`config.mk`:
```
export PLATFORM = sky130hd
export DESIGN_NAME = date_day_difference_top
export DESIGN_NICKNAME = d
export VERILOG_FILES = /design/src/sv/ddd_pkg.sv /design/src/sv/date_day_difference_top.sv
export VERILOG_INCLUDE_DIRS = /design/src /design/src/sv
export SDC_FILE = /design/constraint.sdc
export NUM_CORES = 2
export LEC_CHECK = 0
export ABC_AREA = 1
export BUFFER_PORTS_ARGS = -buffer_cell sky130_fd_sc_hd__buf_2
export CORE_MARGIN = 2
export CORE_UTILIZATION = 43
export DETAILED_ROUTE_END_ITERATION = 10
export GPL_TIMING_DRIVEN = 0
export SLEW_MARGIN = 10
export SYNTH_ARGS = -nofsm -noshare
export SYNTH_HDL_FRONTEND = slang
export SYNTH_SLANG_ARGS = --single-unit
```
`constraint.sdc`:
```
create_clock -name clk -period 4.8 [get_ports clk]
set_input_delay 0.24 -clock clk [delete_from_list [all_inputs] [get_ports clk]]
set_output_delay 0.24 -clock clk [all_outputs]
set_load 0.01 [all_outputs]
```
`src/sv/date_day_difference_top_assert.svh`:
```
// Assertion macros for the date day difference block.
`ifndef DATE_DAY_DIFFERENCE_TOP_ASSERT_SVH
`define DATE_DAY_DIFFERENCE_TOP_ASSERT_SVH

`ifndef NO_ASSERTIONS

// The consequent must hold in the same cycle as the antecedent.
`define DDD_ASSERT_IMP(lbl, clk, rst_n, ante, cons) \
    lbl: assert property (@(posedge clk) disable iff (!rst_n) (ante) |-> (cons)) \
        else $error("assertion failed: same-cycle implication");

// The consequent must hold in the cycle after the antecedent.
`define DDD_ASSERT_NXT(lbl, clk, rst_n, ante, cons) \
    lbl: assert property (@(posedge clk) disable iff (!rst_n) (ante) |=> (cons)) \
        else $error("assertion failed: next-cycle implication");

`else

`define DDD_ASSERT_IMP(lbl, clk, rst_n, ante, cons)
`define DDD_ASSERT_NXT(lbl, clk, rst_n, ante, cons)

`endif

`endif

```
`src/sv/ddd_pkg.sv`:
```
// Package with calendar constants, month tables and stage types for the day difference block.
`timescale 1ns / 1ps

package ddd_pkg;

    localparam logic [13:0] SwitchYear  = 14'd1582;
    localparam logic [3:0]  SwitchMonth = 4'd10;
    localparam logic [4:0]  SwitchDay   = 5'd15;
    localparam logic [4:0]  SkipFirst   = 5'd5;
    localparam logic [1:0]  GregShift   = 2'd2;
    // 2^19 / 100 rounded up; exact floor for all values below 16384.
    localparam logic [12:0] Recip100    = 13'd5243;
    localparam logic [8:0]  DaysPerYear = 9'd365;
    localparam logic [6:0]  Hundred     = 7'd100;
    localparam logic [22:0] MaxDiff     = 23'd6000000;

    localparam logic [3:0] MonJan = 4'd1;
    localparam logic [3:0] MonFeb = 4'd2;
    localparam logic [3:0] MonDec = 4'd12;

    typedef struct packed {
        logic        ok;
        logic        greg;
        logic [13:0] yr;
        logic [3:0]  mon;
        logic [4:0]  day;
        logic [26:0] yq;
        logic [22:0] p365;
        logic [11:0] q4;
        logic [26:0] pq;
        logic [24:0] q4q;
    } s1_t;

    typedef struct packed {
        logic        ok;
        logic        greg;
        logic [22:0] base;
        logic [7:0]  corr;
        logic [8:0]  mcd;
    } s2_t;

    typedef struct packed {
        logic        ok;
        logic [22:0] cnt;
    } s3_t;

    function automatic logic [4:0] month_len(input logic [3:0] m, input logic leap);
        logic [4:0] n;
        unique case (m)
            4'd1, 4'd3, 4'd5, 4'd7, 4'd8, 4'd10, 4'd12: n = 5'd31;
            4'd4, 4'd6, 4'd9, 4'd11:                     n = 5'd30;
            4'd2:                                        n = leap ? 5'd29 : 5'd28;
            default:                                     n = 5'd31;
        endcase
        return n;
    endfunction

    // Days in the months before month m of the same year.
    function automatic logic [8:0] cum_days(input logic [3:0] m, input logic leap);
        logic [8:0] n;
        unique case (m)
            4'd1:    n = 9'd0;
            4'd2:    n = 9'd31;
            4'd3:    n = 9'd59;
            4'd4:    n = 9'd90;
            4'd5:    n = 9'd120;
            4'd6:    n = 9'd151;
            4'd7:    n = 9'd181;
            4'd8:    n = 9'd212;
            4'd9:    n = 9'd243;
            4'd10:   n = 9'd273;
            4'd11:   n = 9'd304;
            4'd12:   n = 9'd334;
            default: n = 9'd0;
        endcase
        if (leap && (m > MonFeb))
        begin
            n = n + 9'd1;
        end
        return n;
    endfunction

endpackage

```
`src/sv/date_day_difference_top.sv`:
```
// Top level: pipelined day difference between two Julian/Gregorian calendar dates.
// A beat accepted on start passes the stage-one, stage-two, stage-three and output registers before done.
// Throughput: one date pair per cycle; busy is always low since the receiver cannot stall.
// The four register stages are split around the constant multipliers, the month table
// and the final subtract. Reset clears the stage valid bits only; no result is pending after.
`timescale 1ns / 1ps
`include "date_day_difference_top_assert.svh"

module date_day_difference_top
(
    input  logic        clk,
    input  logic        rst_n,
    input  logic        start,
    output logic        busy,
    input  logic [13:0] first_year,
    input  logic [3:0]  first_month,
    input  logic [4:0]  first_day,
    input  logic [13:0] second_year,
    input  logic [3:0]  second_month,
    input  logic [4:0]  second_day,
    output logic        done,
    output logic        invalid_date,
    output logic [22:0] day_difference
);

    logic [13:0] yr_in  [2];
    logic [3:0]  mon_in [2];
    logic [4:0]  day_in [2];

    ddd_pkg::s1_t s1_reg [2];
    ddd_pkg::s1_t s1_next[2];
    ddd_pkg::s2_t s2_reg [2];
    ddd_pkg::s2_t s2_next[2];
    ddd_pkg::s3_t s3_reg [2];
    ddd_pkg::s3_t s3_next[2];

    logic s1_valid_reg, s2_valid_reg, s3_valid_reg, done_reg;
    logic        invalid_reg, invalid_next;
    logic [22:0] diff_reg, diff_next;
    logic        accept;

    assign busy   = 1'b0;
    assign accept = start && !busy;

    assign yr_in[0]  = first_year;
    assign yr_in[1]  = second_year;
    assign mon_in[0] = first_month;
    assign mon_in[1] = second_month;
    assign day_in[0] = first_day;
    assign day_in[1] = second_day;

    for (genvar g = 0; g < 2; g++)
    begin : g_date
        logic [13:0] p;
        logic        skipped;
        logic [7:0]  yq100;
        logic [14:0] hund;
        logic        century;
        logic        leap;
        logic [4:0]  mlen;

        // Stage one: calendar choice, range checks and the constant multiplies.
        always_comb
        begin
            p       = yr_in[g] - 14'd1;
            skipped = (yr_in[g] == ddd_pkg::SwitchYear) && (mon_in[g] == ddd_pkg::SwitchMonth)
                      && (day_in[g] >= ddd_pkg::SkipFirst) && (day_in[g] < ddd_pkg::SwitchDay);
            s1_next[g].greg = (yr_in[g] > ddd_pkg::SwitchYear)
                || ((yr_in[g] == ddd_pkg::SwitchYear)
                    && ((mon_in[g] > ddd_pkg::SwitchMonth)
                        || ((mon_in[g] == ddd_pkg::SwitchMonth)
                            && (day_in[g] >= ddd_pkg::SwitchDay))));
            s1_next[g].ok   = (yr_in[g] != 14'd0) && (mon_in[g] >= ddd_pkg::MonJan)
                              && (mon_in[g] <= ddd_pkg::MonDec) && (day_in[g] != 5'd0)
                              && !skipped;
            s1_next[g].yr   = yr_in[g];
            s1_next[g].mon  = mon_in[g];
            s1_next[g].day  = day_in[g];
            s1_next[g].yq   = 27'(yr_in[g]) * 27'(ddd_pkg::Recip100);
            s1_next[g].p365 = 23'(p) * 23'(ddd_pkg::DaysPerYear);
            s1_next[g].q4   = p[13:2];
            s1_next[g].pq   = 27'(p) * 27'(ddd_pkg::Recip100);
            s1_next[g].q4q  = 25'(p[13:2]) * 25'(ddd_pkg::Recip100);
        end

        // Stage two: leap rule, day range check, month offset, year base and century correction.
        always_comb
        begin
            yq100   = s1_reg[g].yq[26:19];
            hund    = 15'(yq100) * 15'(ddd_pkg::Hundred);
            century = (15'(s1_reg[g].yr) == hund);
            // A year is divisible by 400 when it is a century year whose hundreds are
            // divisible by four.
            leap    = (s1_reg[g].yr[1:0] == 2'b00)
                      && (!s1_reg[g].greg || !century || (yq100[1:0] == 2'b00));
            mlen    = ddd_pkg::month_len(s1_reg[g].mon, leap);
            s2_next[g].ok   = s1_reg[g].ok && (s1_reg[g].day <= mlen);
            s2_next[g].greg = s1_reg[g].greg;
            s2_next[g].base = s1_reg[g].p365 + 23'(s1_reg[g].q4);
            s2_next[g].corr = s1_reg[g].pq[26:19] - 8'(s1_reg[g].q4q[24:19]);
            s2_next[g].mcd  = ddd_pkg::cum_days(s1_reg[g].mon, leap) + 9'(s1_reg[g].day);
        end

        // Stage three: full day count in the date's own calendar.
        always_comb
        begin
            s3_next[g].ok  = s2_reg[g].ok;
            s3_next[g].cnt = s2_reg[g].base + 23'(s2_reg[g].mcd)
                             + (s2_reg[g].greg ? 23'(ddd_pkg::GregShift) : 23'd0)
                             - (s2_reg[g].greg ? 23'(s2_reg[g].corr) : 23'd0);
        end

        always_ff @(posedge clk)
        begin
            s1_reg[g] <= s1_next[g];
            s2_reg[g] <= s2_next[g];
            s3_reg[g] <= s3_next[g];
        end
    end

    // Stage four: absolute difference, forced to zero on a bad date.
    always_comb
    begin
        invalid_next = !(s3_reg[0].ok && s3_reg[1].ok);
        if (invalid_next)
        begin
            diff_next = 23'd0;
        end
        else if (s3_reg[0].cnt >= s3_reg[1].cnt)
        begin
            diff_next = s3_reg[0].cnt - s3_reg[1].cnt;
        end
        else
        begin
            diff_next = s3_reg[1].cnt - s3_reg[0].cnt;
        end
    end

    always_ff @(posedge clk or negedge rst_n)
    begin
        if (!rst_n)
        begin
            s1_valid_reg <= 1'b0;
            s2_valid_reg <= 1'b0;
            s3_valid_reg <= 1'b0;
            done_reg     <= 1'b0;
        end
        else
        begin
            s1_valid_reg <= accept;
            s2_valid_reg <= s1_valid_reg;
            s3_valid_reg <= s2_valid_reg;
            done_reg     <= s3_valid_reg;
        end
    end

    always_ff @(posedge clk)
    begin
        invalid_reg <= invalid_next;
        diff_reg    <= diff_next;
    end

    assign done           = done_reg;
    assign invalid_date   = invalid_reg;
    assign day_difference = diff_reg;

    `DDD_ASSERT_IMP(a_done_follows_start, clk, rst_n, done, $past(accept, 4))
    `DDD_ASSERT_IMP(a_invalid_zero, clk, rst_n, done && invalid_date, day_difference == 23'd0)
    `DDD_ASSERT_IMP(a_same_date_zero, clk, rst_n,
        done && $past(first_year == second_year && first_month == second_month
                      && first_day == second_day, 4),
        day_difference == 23'd0)
    `DDD_ASSERT_NXT(a_year_zero_bad, clk, rst_n, accept && (first_year == 14'd0), !s1_reg[0].ok)
    `DDD_ASSERT_IMP(a_diff_range, clk, rst_n, done, day_difference <= ddd_pkg::MaxDiff)

endmodule
```
# ---- Word level (Yosys, flattened, before mapping)
# Memory sizes are Yosys's and may differ from the RTL's.
# Cells that the tools add are included.
dict set report op_classes {
  n_addsub 18
  n_mul 10
  magnitude_cmp 19
  n_eq_ne 16
  mux 11
  n_reduce_logical 50
}
# operator n
set op_table {}
lappend op_table {{multiplier 14 x 13 -> 27 bit, second input constant} 4}
lappend op_table {{multiplier 12 x 13 -> 25 bit, second input constant} 2}
lappend op_table {{adder 23 x 12 -> 23 bit} 2}
lappend op_table {{adder 23 x 2 -> 23 bit} 2}
lappend op_table {{adder 23 x 9 -> 23 bit} 2}
lappend op_table {{multiplier 14 x 9 -> 23 bit, second input constant} 2}
lappend op_table {{subtractor 23 bit} 2}
lappend op_table {{subtractor 23 x 8 -> 23 bit} 2}
lappend op_table {{== test 14 x 15 -> 1 bit} 2}
lappend op_table {{== test 14 x 11 -> 1 bit, second input constant} 2}
lappend op_table {{> comparator 14 x 11 -> 1 bit, second input constant} 2}
lappend op_table {{nonzero test 14 bit} 2}
lappend op_table {{subtractor 14 x 1 -> 14 bit, second input constant} 2}
lappend op_table {{multiplier 8 x 5 -> 13 bit, second input constant} 2}
lappend op_table {{logical AND 1 bit} 25}
lappend op_table {{== test 4 bit, second input constant} 6}
lappend op_table {{greater-or-equal comparator 23 bit} 1}
lappend op_table {{2-to-1 mux 23 bit} 1}
lappend op_table {{adder 9 x 1 -> 9 bit, second input constant} 2}
lappend op_table {{adder 9 x 5 -> 9 bit} 2}
lappend op_table {{2-to-1 mux 9 bit} 2}
lappend op_table {{== test 4 x 3 -> 1 bit, second input constant} 4}
lappend op_table {{2-to-1 mux 8 bit} 2}
lappend op_table {{subtractor 8 x 6 -> 8 bit} 2}
lappend op_table {{other kinds (17)} 47}
dict set report word_totals {
  register_bits 28
  ramBits 410
  mem_bits_ro 288
  input_bits 49
  elab_cells 135
  memories 5
}
# name words width rd rd_clocked_by_memory_dff wr line_no
set mem_list {}
lappend mem_list {s1_reg 2 139 2 0 2 date_day_difference_top.sv:30} ;# ddd_pkg::s1_t s1_reg [2];
lappend mem_list {{(no name shown)} 16 9 1 0 0 ddd_pkg.sv:61} ;# unique case (m)
lappend mem_list {{(no name shown)} 16 9 1 0 0 ddd_pkg.sv:61}
lappend mem_list {s2_reg 2 42 2 0 2 date_day_difference_top.sv:32} ;# ddd_pkg::s2_t s2_reg [2];
lappend mem_list {s3_reg 2 24 2 0 2 date_day_difference_top.sv:34} ;# ddd_pkg::s3_t s3_reg [2];

# ---- Longest topological paths before layout
# An unclocked memory read counts as a cell.
dict set report depth {
  word_depth 11
  mapped_depth 33
  ltp_nobuf 33
}

# ---- Worst setup path after synthesis
# No wires, ideal clock.
dict set report synth_timing {
  kind {input to register}
  from {input port first_year[2]}
  to {memory s1_reg[0][51] (netlist name)}
  setup_time_ns 0.131
  t_arrival_ns 5.801
  path_slack_ns -1.132
  cell_stages 25
  path_buffers 0
  cell_sequence {inv_1 -> ha_1 -> inv_1 -> o21ai_0 -> nand3_1 -> nand2_1 -> xor2_1 -> inv_1 -> ha_1 -> inv_1 -> fa_1 -> inv_1 -> fa_1 -> inv_1 -> fa_1 -> fa_1 -> inv_1 -> ha_1 -> nand2_1 -> nand2_1 -> a31oi_1 -> nor2_1 -> o21ai_0 -> nand3_1 -> xor3_1}
}
# item line_no
set synth_rtl {}
lappend synth_rtl {{start, declared} date_day_difference_top.sv:15} ;# input logic [13:0] first_year,
lappend synth_rtl {{end, declared} date_day_difference_top.sv:30}

==> impl_metrics.env <==
export IMPL_drive_gt1_share_pct=16.6
export IMPL_clk_pin_slew_worst_paths_ns=0.06
export IMPL_root_buffer="clkbuf_16"
export IMPL_cts_inserted_buffers=39
export IMPL_max_freq_mhz=197
export IMPL_h_tree_depth=2
export IMPL_largest_register_ffs=164
export IMPL_numPortBuffers=73
export IMPL_r2r_end="s2_reg[0][7]"
export IMPL_chipWidth_um=320
export IMPL_ant_nets=0
export IMPL_slew_violations=0
export IMPL_slew_headroom_pct=60.7
export IMPL_timing_rr_start="s1_reg[0][110]"
export IMPL_die_area_um2=102000
export IMPL_overflow=0
export IMPL_crit_buf_inv=9
export IMPL_dpl_hpwl_mm=85.1
export IMPL_core_area_um2=98600
export IMPL_cts_buffer_depth=3
export IMPL_drc=0
export IMPL_synth_top_area_share_pct=25.9
export IMPL_met3_length_mm=4.40
export IMPL_hold_class="primary input to flop"
export IMPL_antenna_found_initial=6
export IMPL_synth_top_family_by_area="adder cells"
export IMPL_synth_cell_types=71
export IMPL_hold_depth=2
export IMPL_netlist_top_cells_count="inv_1 (1290), ha_1 (886), nand2_1 (626), fa_1 (442), dfxtp_1 (320)"
export IMPL_vias_per_cell=4.89
export IMPL_row_count=115
export IMPL_start_util_pct=43.4
export IMPL_synthAdderAreaFrac_pct=46.6
export IMPL_worstPathRequired_ns=5.26
export IMPL_violations="negative setup slack"
export IMPL_routed_wirelength_mm=106
export IMPL_synth_largest_area_cell="ha_1"
export IMPL_cp_slowest_cell="fa_2"
export IMPL_cp_common_cell="fa_1"
export IMPL_cts_sinks=324
export IMPL_worst_pin_slew_ns=0.589
export IMPL_avgSynthCellArea_um2=8.50
export IMPL_holdWs_ns=0.0281
export IMPL_wl_per_cell_um=15.6
export IMPL_grt_pass1_wl_mm=171
export IMPL_routed_top_layer="met5"
export IMPL_ys_seq_area_share_pct=15.2
export IMPL_syn_inst=5039
export IMPL_rr_worst_depth=26
export IMPL_synth_xor_area_share_pct=6.23
export IMPL_hold_violations=0
export IMPL_yosys_top_cells_area="ha_1 (26%), fa_1 (21%), dfxtp_1 (15%), inv_1 (11%), nand2_1 (5.5%)"
export IMPL_cts_tree="built"
export IMPL_synthSimpleGateAreaFrac_pct=11.4
export IMPL_synthToLayoutAreaGrowth_pct=20.7
export IMPL_synth_ff_type="dfxtp_1"
export IMPL_met2_length_mm=50.8
export IMPL_status="finished with violations"
export IMPL_routabilityCongestion=0.902
export IMPL_cp_depth=25
export IMPL_fin_skew_ns=0.0441
export IMPL_synth_compound_area_share_pct=8.77
export IMPL_ys_warn_count=0
export IMPL_async_reset_ff_share_pct=1.23
export IMPL_worstHoldEndpoint="s1_reg[0][266]"
export IMPL_critical_path_class="primary input to flop"
export IMPL_fin_crit_ns=5.08
export IMPL_crit_family="adder cells"
export IMPL_synth_edff_count=0
export IMPL_ys_seq_elements=324
export IMPL_dr_pass1_iters=5
export IMPL_cap_violations=0
export IMPL_ff2ff_setup_slack_ns=0.34
export IMPL_dr_first_iter_drc_count=1325
export IMPL_insertion_delay_ns=0.59
export IMPL_min_delay_start="second_year[4]"
export IMPL_period_share_pct=106
export IMPL_grt_pass1_vias=33900
export IMPL_setup_viol=23
export IMPL_pin_count=75
export IMPL_vias=33200
export IMPL_slowest_delay_ns=0.59
export IMPL_final_setup_worst_slack_ns=-0.284
export IMPL_arrival_ns=5.54
export IMPL_synth_most_common_cell="inv_1"
export IMPL_startpoint_type="primary input"
export IMPL_synth_mux_area_share_pct=0
export IMPL_wl_met1_mm=47.1
export IMPL_cp_max_fo=7
export IMPL_rsz0062_at_grt="yes"
export IMPL_grt_use_total_pct=20.7
export IMPL_synthesis_nets=6416
export IMPL_end_kind="flop"
export IMPL_die_h_um=320
export IMPL_grt_max_degree=15
export IMPL_syn_area_um2=42800
export IMPL_fin_nets=6832
-- how the worst max path moves through the flow --
stage                         startpoint              to  slack, ns
after floorplan            first_year[1]   s1_reg[0][24]      -0.44
after global placement    second_year[0]  s1_reg[0][184]      -2.34
after detailed placement  second_year[0]  s1_reg[0][184]      -2.30
after CTS                 second_year[1]  s1_reg[0][161]      -0.27
after global routing      second_year[2]  s1_reg[0][161]      -0.42
final                     second_year[6]  s1_reg[0][187]      -0.28
-- per-layer routing --
metal  up-vias  track usage, %
met5         -               0
met4         2            6.42
met3       179            2.30
met2       618            36.4
met1     15700            26.6
li1      16600               -
-- worst reg2reg max path, stage by stage (launching register included) --
cell	delay, ns
dfxtp_1	0.41
ha_1	0.27
ha_1	0.33
fa_1	0.46
ha_1	0.40
inv_1	0.09
nand2_1	0.11
nand3_1	0.11
nand2_1	0.08
nand2_1	0.05
nand3_1	0.11
nor2_2	0.06
nand2_2	0.16
nand3_4	0.14
nor2_1	0.14
xor2_1	0.16
inv_1	0.06
ha_1	0.35
nand2_1	0.08
nor2_1	0.12
a211oi_2	0.06
o21bai_1	0.14
a21oi_1	0.08
inv_1	0.10
nand2_1	0.06
o21ai_0	0.13
nand2_1	0.08
-- area by class of cell --
type	count	area (um^2)
flip-flops and latches	324	6510
well taps	1287	1610
plain buffers	27	173
clock buffers	48	1080
repair buffers	375	3290
multi-input cells	3385	33600
fillers	8961	46900
clock inverters	23	319
diodes	4	10.0
inverters	1303	5090
-- layout by cell type (no fill, tap or decap), types with 25 or more instances in the layout --
master	n
a21oi_1	263
inv_1	1174
o21bai_1	32
o21ai_1	25
inv_2	76
o21ai_2	27
dfxtp_1	320
nand2_4	30
nor3_1	29
xnor2_1	83
ha_4	79
nand2_1	581
fa_1	433
xor2_1	182
nand2_2	45
buf_2	56
nor2_1	172
o21ai_0	119
dlygate4sd3_1	49
clkbuf_16	39
a21oi_2	34
buf_4	212
clkinvlp_4	34
buf_6	43
nand3_1	112
nand4_1	51
a21o_1	27
ha_1	796
-- per-stage QoR --
step / setup slack, ns / cell area (um^2) / util (%) / cells / TNS, ns
after CTS: -0.275 / 49900 / 50.6 / 6685 / -3.07
after global placement: -2.34 / 45400 / 46.1 / 6399 / -85.97
after floorplan: -0.443 / 43400 / - / 5039 / -8.49
final: -0.284 / 51700 / 52.4 / 6776 / -3.65
after global routing: -0.419 / 51700 / 52.4 / 6774 / -8.18
after detailed placement: -2.30 / 45400 / 46.1 / 6400 / -85.95
-- repair_timing --
action,CTS,global route
resized for setup,285,267
hold buffers,49,0
gates cloned,1,0
pin swaps,159,184
setup buffers,164,89
endpoints found under the hold margin,52,0
setup endpoints to repair,59,46
-- kinds of logic after synthesis --
logic type	after synthesis
adder cells (fa/ha/maj)	1328
other	1
buffers and inverters	1330
AND/OR/NAND/NOR	1114
flip-flops	324
AO/OA/AOI/OAI	647
XOR/XNOR	295
Power is not shown: default switching activity piles up to over one toggle a cycle in this logic, so the estimate is an artifact.
